==> src/sv/mfau_pkg.sv <==
// ---------------------------------------------------------------------------
// mfau_pkg: shared definitions for the motor feedback angle unwrap block
// Frame identifiers, register indexes, reset values and the structs that
// travel between the front end, the queue and the back end.
// ---------------------------------------------------------------------------
`default_nettype none

package mfau_pkg;

  localparam int MOTOR_SLOTS_DEF = 8;
  localparam int QUEUE_DEPTH     = 2;

  localparam logic [10:0] FIRST_ID = 11'h201;
  localparam logic [10:0] LAST_ID  = 11'h208;

  localparam int CFG_IDX_W = 3;
  localparam logic [CFG_IDX_W-1:0] CFG_WRAP_THRESHOLD    = 3'd0;
  localparam logic [CFG_IDX_W-1:0] CFG_SENSOR_RESOLUTION = 3'd1;
  localparam logic [CFG_IDX_W-1:0] CFG_WRAP_LIMIT        = 3'd2;
  localparam logic [CFG_IDX_W-1:0] CFG_ANGLE_SCALE       = 3'd3;
  localparam logic [CFG_IDX_W-1:0] CFG_SPEED_DIVISOR     = 3'd4;
  localparam logic [CFG_IDX_W-1:0] CFG_MOTOR_COUNT       = 3'd5;

  localparam logic [15:0] RST_WRAP_THRESHOLD    = 16'd4096;
  localparam logic [16:0] RST_SENSOR_RESOLUTION = 17'd8192;
  localparam logic [23:0] RST_WRAP_LIMIT        = 24'd294912;
  localparam logic [31:0] RST_ANGLE_SCALE       = 32'd20480;
  localparam logic [7:0]  RST_SPEED_DIVISOR     = 8'd36;
  localparam logic [3:0]  RST_MOTOR_COUNT       = 4'd8;

  typedef struct packed {
    logic [15:0] wrap_threshold;
    logic [16:0] sensor_resolution;
    logic [23:0] wrap_limit;
    logic [31:0] angle_scale;
    logic [7:0]  speed_divisor;
    logic [3:0]  motor_count;
  } cfg_t;

  typedef struct packed {
    logic [2:0]         slot;
    logic [15:0]        angle_word;
    logic signed [15:0] speed_word;
    logic signed [15:0] current_word;
  } item_t;

  typedef struct packed {
    logic [2:0]         slot;
    logic               seeded_only;
    logic [23:0]        turn_count;
    logic [31:0]        angle_out;
    logic signed [15:0] speed_out;
    logic signed [15:0] current_out;
  } result_t;

endpackage

`default_nettype wire

==> src/sv/mfau_fifo.sv <==
// ---------------------------------------------------------------------------
// mfau_fifo: short queue between front end and back end
// Register-based first-in first-out buffer with a fill count.
// ---------------------------------------------------------------------------
`default_nettype none

module mfau_fifo #(
  parameter int WIDTH = 8,
  parameter int DEPTH = 2
) (
  input  wire logic             clk,
  input  wire logic             rst,
  input  wire logic             push,
  input  wire logic [WIDTH-1:0] push_data,
  output logic                  full,
  input  wire logic             pop,
  output logic [WIDTH-1:0]      pop_data,
  output logic                  empty
);

  localparam int PTR_W = (DEPTH > 1) ? $clog2(DEPTH) : 1;
  localparam int CNT_W = $clog2(DEPTH + 1);

  logic [WIDTH-1:0] mem [DEPTH];
  logic [PTR_W-1:0] wr_ptr;
  logic [PTR_W-1:0] rd_ptr;
  logic [CNT_W-1:0] count;
  logic             do_push;
  logic             do_pop;

  assign full     = (count == CNT_W'(DEPTH));
  assign empty    = (count == '0);
  assign do_push  = push && !full;
  assign do_pop   = pop && !empty;
  assign pop_data = mem[rd_ptr];

  always_ff @(posedge clk) begin
    if (rst) begin
      wr_ptr <= '0;
      rd_ptr <= '0;
      count  <= '0;
    end else begin
      if (do_push) begin
        wr_ptr <= (wr_ptr == PTR_W'(DEPTH - 1)) ? '0 : wr_ptr + 1'b1;
      end
      if (do_pop) begin
        rd_ptr <= (rd_ptr == PTR_W'(DEPTH - 1)) ? '0 : rd_ptr + 1'b1;
      end
      if (do_push && !do_pop) begin
        count <= count + 1'b1;
      end else if (do_pop && !do_push) begin
        count <= count - 1'b1;
      end
    end
  end

  always_ff @(posedge clk) begin
    if (do_push) begin
      mem[wr_ptr] <= push_data;
    end
  end

endmodule

`default_nettype wire

==> src/sv/mfau_front.sv <==
// ---------------------------------------------------------------------------
// mfau_front: frame classifier
// Accepts feedback words, keeps those whose identifier names a motor slot
// and drops all others.
// ---------------------------------------------------------------------------
`default_nettype none

module mfau_front #(
  parameter int MOTOR_SLOTS = mfau_pkg::MOTOR_SLOTS_DEF
) (
  input  wire logic               in_valid,
  output logic                    in_ready,
  input  wire logic [10:0]        frame_id,
  input  wire logic [15:0]        angle_word,
  input  wire logic signed [15:0] speed_word,
  input  wire logic signed [15:0] current_word,
  input  wire logic               queue_full,
  output logic                    push,
  output mfau_pkg::item_t         item
);

  logic [10:0] offset;
  logic        id_ok;
  logic        slot_ok;

  assign offset  = frame_id - mfau_pkg::FIRST_ID;
  assign id_ok   = (frame_id >= mfau_pkg::FIRST_ID) && (frame_id <= mfau_pkg::LAST_ID);
  assign slot_ok = (offset < 11'(MOTOR_SLOTS));

  // Dropped words are still taken while the queue has room; they take no queue entry.
  assign in_ready = !queue_full;
  assign push     = in_valid && !queue_full && id_ok && slot_ok;

  always_comb begin
    item.slot         = offset[2:0];
    item.angle_word   = angle_word;
    item.speed_word   = speed_word;
    item.current_word = current_word;
  end

endmodule

`default_nettype wire

==> src/sv/mfau_back.sv <==
// ---------------------------------------------------------------------------
// mfau_back: per-slot angle unwrap, scaling and speed division
// Sequencer that updates the slot accumulator, folds it, scales it with a
// shared 32x17 multiplier in two passes and divides the speed bit by bit
// (a seeding frame skips the update, the fold and the division).
`default_nettype none

module mfau_back #(
  parameter int MOTOR_SLOTS = mfau_pkg::MOTOR_SLOTS_DEF
) (
  input  wire logic            clk,
  input  wire logic            rst,
  input  wire mfau_pkg::cfg_t  cfg,
  input  wire logic            queue_empty,
  input  wire mfau_pkg::item_t queue_item,
  output logic                 pop,
  output logic                 res_valid,
  input  wire logic            res_ready,
  output mfau_pkg::result_t    res
);

  localparam int SLOT_W = (MOTOR_SLOTS > 1) ? $clog2(MOTOR_SLOTS) : 1;

  typedef enum logic [2:0] {
    ST_IDLE, ST_STEP, ST_FOLD_HI, ST_FOLD_LO, ST_MUL_LO, ST_MUL_HI, ST_DIV, ST_OUT
  } state_t;

  state_t state;

  logic [15:0]        prev_angle [MOTOR_SLOTS];
  logic signed [31:0] acc_store  [MOTOR_SLOTS];
  logic [MOTOR_SLOTS-1:0] seeded;

  mfau_pkg::item_t    cur;
  logic [SLOT_W-1:0]  idx;
  logic               seed;
  logic [15:0]        prev_r;
  logic signed [31:0] acc_r;
  logic [39:0]        prod;
  logic [8:0]         rem;
  logic [15:0]        quo;
  logic [3:0]         div_cnt;
  logic               speed_neg;
  logic [7:0]         divisor;

  logic [SLOT_W-1:0]  in_idx;
  logic signed [17:0] diff;
  logic signed [17:0] thr_s;
  logic signed [18:0] delta;
  logic signed [31:0] lim_s;
  logic signed [31:0] acc_folded;
  logic [15:0]        mul_b;
  logic signed [48:0] mul_p;
  logic [8:0]         trial;
  logic [15:0]        speed_mag;
  logic               out_load;

  assign in_idx = SLOT_W'(queue_item.slot);
  assign pop    = (state == ST_IDLE) && !queue_empty;

  always_comb begin
    diff  = $signed({2'b00, cur.angle_word}) - $signed({2'b00, prev_r});
    thr_s = $signed({2'b00, cfg.wrap_threshold});
    if (diff > thr_s) begin
      delta = 19'(diff) - $signed({2'b00, cfg.sensor_resolution});
    end else if (diff < -thr_s) begin
      delta = 19'(diff) + $signed({2'b00, cfg.sensor_resolution});
    end else begin
      delta = 19'(diff);
    end
  end

  assign lim_s      = $signed({8'h00, cfg.wrap_limit});
  assign acc_folded = (acc_r < 0) ? acc_r + lim_s : acc_r;

  // One multiplier serves both halves of the scale factor.
  assign mul_b = (state == ST_MUL_HI) ? cfg.angle_scale[31:16] : cfg.angle_scale[15:0];
  assign mul_p = acc_r * $signed({1'b0, mul_b});

  assign trial     = {rem[7:0], quo[15]};
  assign speed_mag = queue_item.speed_word[15] ? 16'(-queue_item.speed_word)
                                               : queue_item.speed_word;

  // The output register takes a new word when it is empty or being drained.
  assign out_load = (state == ST_OUT) && (!res_valid || res_ready);

  always_ff @(posedge clk) begin
    if (rst) begin
      state     <= ST_IDLE;
      res_valid <= 1'b0;
      seeded    <= '0;
      for (int i = 0; i < MOTOR_SLOTS; i++) begin
        prev_angle[i] <= '0;
        acc_store[i]  <= '0;
      end
    end else begin
      if (out_load) begin
        res_valid <= 1'b1;
      end else if (res_ready) begin
        res_valid <= 1'b0;
      end
      case (state)
        ST_IDLE: begin
          if (!queue_empty) begin
            cur       <= queue_item;
            idx       <= in_idx;
            prev_r    <= prev_angle[in_idx];
            acc_r     <= acc_store[in_idx];
            seed      <= !seeded[in_idx] && ({1'b0, queue_item.slot} < cfg.motor_count);
            rem       <= '0;
            quo       <= speed_mag;
            div_cnt   <= '0;
            speed_neg <= queue_item.speed_word[15];
            divisor   <= (cfg.speed_divisor == '0) ? 8'd1 : cfg.speed_divisor;
            state     <= ST_STEP;
          end
        end
        ST_STEP: begin
          prev_angle[idx] <= cur.angle_word;
          seeded[idx]     <= 1'b1;
          if (seed) begin
            state <= ST_MUL_LO;
          end else begin
            acc_r <= acc_r + 32'(delta);
            state <= ST_FOLD_HI;
          end
        end
        ST_FOLD_HI: begin
          if (acc_r > lim_s) begin
            acc_r <= acc_r - lim_s;
          end
          state <= ST_FOLD_LO;
        end
        ST_FOLD_LO: begin
          acc_r          <= acc_folded;
          acc_store[idx] <= acc_folded;
          state          <= ST_MUL_LO;
        end
        ST_MUL_LO: begin
          prod  <= mul_p[39:0];
          state <= ST_MUL_HI;
        end
        ST_MUL_HI: begin
          prod  <= prod + {mul_p[23:0], 16'h0000};
          state <= seed ? ST_OUT : ST_DIV;
        end
        ST_DIV: begin
          if (trial >= {1'b0, divisor}) begin
            rem <= trial - {1'b0, divisor};
            quo <= {quo[14:0], 1'b1};
          end else begin
            rem <= trial;
            quo <= {quo[14:0], 1'b0};
          end
          div_cnt <= div_cnt + 1'b1;
          if (div_cnt == 4'd15) begin
            state <= ST_OUT;
          end
        end
        ST_OUT: begin
          if (out_load) begin
            res.slot        <= cur.slot;
            res.seeded_only <= seed;
            res.turn_count  <= acc_r[23:0];
            res.angle_out   <= prod[39:8];
            res.speed_out   <= seed ? 16'sd0 : (speed_neg ? -$signed(quo) : $signed(quo));
            res.current_out <= seed ? 16'sd0 : cur.current_word;
            state           <= ST_IDLE;
          end
        end
        default: begin
          state <= ST_IDLE;
        end
      endcase
    end
  end

endmodule

`default_nettype wire

==> src/sv/motor_feedback_angle_unwrap.sv <==
// ---------------------------------------------------------------------------
// motor_feedback_angle_unwrap: multi-turn unwrap of motor feedback frames
// Front end classifies frames, a two-entry queue decouples it from the
// back end that unwraps, scales and divides, and an output register holds
// the result word.
// ---------------------------------------------------------------------------
// Sequence: a seeding frame passes the step, multiply and output states;
// an unwrapping frame also passes the fold states and the 16-step speed
// divider. The back-end sequencer takes a new frame only once the last has
// left it; dropped identifiers are taken while the queue has room.
// Reset (synchronous): registers return to defaults, all slots unseeded,
// accumulators and previous angles cleared, queue and output emptied.
`default_nettype none

module motor_feedback_angle_unwrap #(
  parameter int MOTOR_SLOTS = mfau_pkg::MOTOR_SLOTS_DEF
) (
  input  wire logic        clk,
  input  wire logic        rst,
  input  wire logic        s_axis_tvalid,
  output logic             s_axis_tready,
  input  wire logic [47:0] s_axis_tdata,  // angle_word, speed_word, current_word
  input  wire logic [10:0] s_axis_tuser,  // frame_id
  output logic             m_axis_tvalid,
  input  wire logic        m_axis_tready,
  output logic [87:0]      m_axis_tdata,  // turn_count, angle_out, speed_out, current_out
  output logic [3:0]       m_axis_tuser,  // slot, seeded_only
  input  wire logic        cfg_valid,
  output logic             cfg_ready,
  input  wire logic [mfau_pkg::CFG_IDX_W-1:0] cfg_index,
  input  wire logic [31:0] cfg_data
);

  mfau_pkg::cfg_t    cfg;
  mfau_pkg::item_t   push_item;
  mfau_pkg::item_t   pop_item;
  mfau_pkg::result_t res;
  logic              push;
  logic              pop;
  logic              queue_full;
  logic              queue_empty;

  assign cfg_ready = 1'b1;

  always_ff @(posedge clk) begin
    if (rst) begin
      cfg.wrap_threshold    <= mfau_pkg::RST_WRAP_THRESHOLD;
      cfg.sensor_resolution <= mfau_pkg::RST_SENSOR_RESOLUTION;
      cfg.wrap_limit        <= mfau_pkg::RST_WRAP_LIMIT;
      cfg.angle_scale       <= mfau_pkg::RST_ANGLE_SCALE;
      cfg.speed_divisor     <= mfau_pkg::RST_SPEED_DIVISOR;
      cfg.motor_count       <= mfau_pkg::RST_MOTOR_COUNT;
    end else if (cfg_valid) begin
      case (cfg_index)
        mfau_pkg::CFG_WRAP_THRESHOLD:    cfg.wrap_threshold    <= cfg_data[15:0];
        mfau_pkg::CFG_SENSOR_RESOLUTION: cfg.sensor_resolution <= cfg_data[16:0];
        mfau_pkg::CFG_WRAP_LIMIT:        cfg.wrap_limit        <= cfg_data[23:0];
        mfau_pkg::CFG_ANGLE_SCALE:       cfg.angle_scale       <= cfg_data;
        mfau_pkg::CFG_SPEED_DIVISOR:     cfg.speed_divisor     <= cfg_data[7:0];
        mfau_pkg::CFG_MOTOR_COUNT:       cfg.motor_count       <= cfg_data[3:0];
        default: begin
        end
      endcase
    end
  end

  mfau_front #(
    .MOTOR_SLOTS (MOTOR_SLOTS)
  ) u_front (
    .in_valid     (s_axis_tvalid),
    .in_ready     (s_axis_tready),
    .frame_id     (s_axis_tuser),
    .angle_word   (s_axis_tdata[15:0]),
    .speed_word   (s_axis_tdata[31:16]),
    .current_word (s_axis_tdata[47:32]),
    .queue_full   (queue_full),
    .push         (push),
    .item         (push_item)
  );

  mfau_fifo #(
    .WIDTH ($bits(mfau_pkg::item_t)),
    .DEPTH (mfau_pkg::QUEUE_DEPTH)
  ) u_queue (
    .clk       (clk),
    .rst       (rst),
    .push      (push),
    .push_data (push_item),
    .full      (queue_full),
    .pop       (pop),
    .pop_data  (pop_item),
    .empty     (queue_empty)
  );

  mfau_back #(
    .MOTOR_SLOTS (MOTOR_SLOTS)
  ) u_back (
    .clk         (clk),
    .rst         (rst),
    .cfg         (cfg),
    .queue_empty (queue_empty),
    .queue_item  (pop_item),
    .pop         (pop),
    .res_valid   (m_axis_tvalid),
    .res_ready   (m_axis_tready),
    .res         (res)
  );

  assign m_axis_tdata = {res.current_out, res.speed_out, res.angle_out, res.turn_count};
  assign m_axis_tuser = {res.seeded_only, res.slot};

endmodule

`default_nettype wire

==> config.mk <==
export PLATFORM = sky130hd
export DESIGN_NAME = motor_feedback_angle_unwrap
export DESIGN_NICKNAME = d
export VERILOG_FILES = /design/src/sv/mfau_pkg.sv /design/src/sv/mfau_fifo.sv /design/src/sv/mfau_front.sv /design/src/sv/mfau_back.sv /design/src/sv/motor_feedback_angle_unwrap.sv
export SDC_FILE = /design/constraint.sdc
export NUM_CORES = 2
export LEC_CHECK = 0
export ABC_AREA = 1
export BUFFER_PORTS_ARGS = -buffer_cell sky130_fd_sc_hd__buf_2
export CAP_MARGIN = 20
export CORE_MARGIN = 10
export CORE_UTILIZATION = 64
export DETAILED_ROUTE_END_ITERATION = 12
export PLACE_DENSITY = 0.82
export SETUP_SLACK_MARGIN = 0.4
export SLEW_MARGIN = 10
export SYNTH_ARGS = -nofsm -noshare
export SYNTH_HDL_FRONTEND = slang
export SYNTH_SLANG_ARGS = --single-unit
==> constraint.sdc <==
create_clock -name clk -period 18.15 [get_ports clk]
set_clock_uncertainty 0.15 [all_clocks]
set_input_delay 3.63 -clock clk [delete_from_list [all_inputs] [get_ports clk]]
set_output_delay 3.63 -clock clk [all_outputs]
set_load 0.05 [all_outputs]
==> results_dict.tcl <==
set metrics [dict create \
    status "complete, no violations" \
    endpoint "u_back.prod[38]$_DFFE_PP_" \
    netlist_area_um2 59640 \
    r2r-start "u_back.state[0]$_SDFFE_PP0P_" \
    clk_latency_ns 0.72 \
    grt_overflow 0 \
    max_slew_margin_pct 24.37 \
    die_h_um 325.3 \
    synth_edf_count 731 \
    yosys_warnings 0 \
    cts.htree.levels 3 \
    synth_compound_area_share_pct 11.38 \
    die_x_um 325.3 \
    finalSetupTns_ns 0 \
    dr_wl_met3_um 21950 \
    antenna_left 0 \
    row_count 111 \
    ctsHoldBuffers 0 \
    syn2layout_area_growth_pct 8.308 \
    post_cts_buffers 0 \
    synth_fa_ha_area_share_pct 20.44 \
    final_nets 7653 \
    numPortBuffers 192 \
    io_pins 194 \
    cp_top_family "adder cells" \
    hold_violations 0 \
    drc 0 \
    cts_made_buffers 88 \
    synth_flop_cell "edfxtp_1" \
    wl_met2_um 86160 \
    fin_crit_ns 9.422 \
    wl_met1_um 69170 \
    cts_root_buffer "clkbuf_16" \
    synth_xor_area_share_pct 1.993 \
    drt-vias-per-instance 6.071 \
    critPathMaxStageDelay_ns 0.88 \
    synth_seq_cells 849 \
    r2r_slack_ns 8.73 \
    worstSetupPathType "reg2reg" \
    final_common_cell "nor2_1" \
    fmax_ghz 0.1061 \
    synth_mux_area_share_pct 0.1007 \
    vias 49468 \
    final_cell_mix "nor2_1, inv_1, nand2_1" \
    cp_max_fo 23 \
    hold_class "reg2reg" \
    maxSlewViolCount 0 \
    dieArea_um2 105800 \
    setup_viol 0 \
    max_cap_viol_count 0 \
    cp_num_cells 34 \
    r2r-end "u_back.prod[38]$_DFFE_PP_" \
    worstMarginPinSlew_ns 1.134 \
    top_layer_used "met4" \
    grt_pass1_wl_um 284900 \
    clk_pin_slew_worst_paths_ns 0.06 \
    drt-total-wl_um 188100 \
    rsz0062_at_grt "false" \
    place_congestion 1.001 \
    crit_start "u_back.state[0]$_SDFFE_PP0P_" \
    clk_path_buf_depth 3 \
    postSynthAreaPerCell_um2 8.818 \
    reg2reg_depth 34 \
    start_util_pct 64.77 \
    synthCells 6763 \
    cp-start-kind "register" \
    grt_util_all_layers_pct 34.69 \
    seq_area_frac_synth_pct 40.77 \
    cp_slowest_cell "o21ai_2" \
    worst_ep_required_time_ns 18.44 \
    end_kind "register" \
    ctsResizeCount 0 \
    synthSimpleGateAreaFrac_pct 16.82 \
    hpwlAfterDp_um 135900 \
    grt_start_max_net_pins 100 \
    layout-drive-gt1-share_pct 7.141 \
    wire_per_inst_um 23.09 \
    first_pass_iters 8 \
    fin_area_um2 64590 \
    synth_top_family_by_area "adder cells" \
    core_um2 92080 \
    worstPathArrival_ns 9.71 \
    crit_top_cell "nand2_1" \
    synth_cell_types 60 \
    synth_nets 7585 \
    drt_iter0_drc 6001 \
    timing.critical_path.buf_inv 5 \
    clock-sinks 849 \
    cts_tree "yes" \
    post_dp_cell_area_um2 61670 \
    antenna_found_initial 2 \
    grt_pass1_vias 48656 \
    fin_crit_sh_pct 51.91 \
    synth-async-reset-ratio_pct 0 \
]
==> flip-flops by register name, indices dropped and copies added, names as in the netlist, 16 cells and up, named ones only <==
| signal | cells |
|---|---|
| cfg | 101 |
| u_back.acc_r | 32 |
| u_back.acc_store | 256 |
| u_back.cur | 35 |
| u_back.prev_angle | 128 |
| u_back.prev_r | 16 |
| u_back.prod | 32 |
| u_back.quo | 16 |
| u_back.res | 92 |
| u_queue.mem | 102 |
==> layout make-up <==
| cell class | instances | area, um2 |
|---|---|---|
| diodes | 1 | 2.502 |
| well taps | 1243 | 1555 |
| clock buffers | 106 | 2280 |
| clock inverters | 57 | 643.1 |
| multi-input cells | 4589 | 30350 |
| inverters | 1029 | 3866 |
| fillers | 6971 | 27490 |
| flip-flops and latches | 849 | 24310 |
| repair buffers | 274 | 1584 |
==> per-layer routing <==
layer,up-vias,GRT usage [%]
li1,22153,-
met1,23578,44.28
met2,3193,55.14
met3,544,7.704
met4,0,18.21
met5,-,0
==> worst min-delay path by stage <==
stage | from | end | slack (ns) | cells past startpoint
floorplan | u_back.prod[8]$_DFFE_PP_ | u_back.res[32]$_DFFE_PP_ | 0.25 | 0
global placement | u_back.prod[14]$_DFFE_PP_ | u_back.res[38]$_DFFE_PP_ | 0.25 | 0
detailed placement | u_back.prod[9]$_DFFE_PP_ | u_back.res[33]$_DFFE_PP_ | 0.26 | 0
CTS | u_back.prod[9]$_DFFE_PP_ | u_back.res[33]$_DFFE_PP_ | 0.27 | 0
global route | u_back.prod[11]$_DFFE_PP_ | u_back.res[35]$_DFFE_PP_ | 0.27 | 0
finish | u_back.prod[10]$_DFFE_PP_ | u_back.res[34]$_DFFE_PP_ | 0.27 | 0
==> worst register-to-register path: cells and delay by family, from the launching register on <==
family	cells	cell delay [ns]
AOI/OAI and AO/OA	7	2.02
xor gates and xnor gates	1	0.41
adders and majority gates	8	3.14
buffers and inverters	5	0.98
DFF	1	0.40
and+or+nand+nor	13	2.09
==> cells in the mapped netlist (all sizes together) (35+ instances only) <==
master	number	area share (%)
a21oi	382	3.2
a31oi	38	0.40
buf	56	0.50
clkbuf	240	1.5
dfxtp	118	4.0
edfxtp	731	37
fa	419	14
ha	304	6.4
inv	1009	6.4
nand2	980	6.2
nand3	182	1.5
nand4	44	0.46
nor2	1168	7.4
nor3	60	0.50
o211ai	37	0.47
o21ai	594	5.1
o221ai	53	0.78
or2	44	0.46
xnor2	35	0.51
xor2	99	1.5
==> cells by family (layout without fill, tap and decap cells) <==
| logic type | after synthesis | count (layout) |
|---|---|---|
| simple gates | 2505 | 2505 |
| buf+inv | 1325 | 1466 |
| compound gates | 1220 | 1220 |
| flops | 849 | 849 |
| fa+ha+maj | 723 | 723 |
| xor+xnor | 134 | 134 |
| mux | 6 | 6 |
| other cells | 1 | 2 |
==> stage by stage <==
step | util, % | setup slack (ns) | cells | hold slack [ns]
after floorplan | - | 4.615 | 6763 | 0.2503
final | 70.15 | 8.728 | 8148 | 0.2696
after global routing | 70.15 | 8.181 | 8148 | 0.2748
after global placement | 66.96 | 9.072 | 7983 | 0.2516
after detailed placement | 66.97 | 8.945 | 7984 | 0.2552
after CTS | 70.15 | 8.920 | 8147 | 0.2702
Power is not shown: default switching activity piles up to over one toggle a cycle in this logic, so the estimate is an artifact.
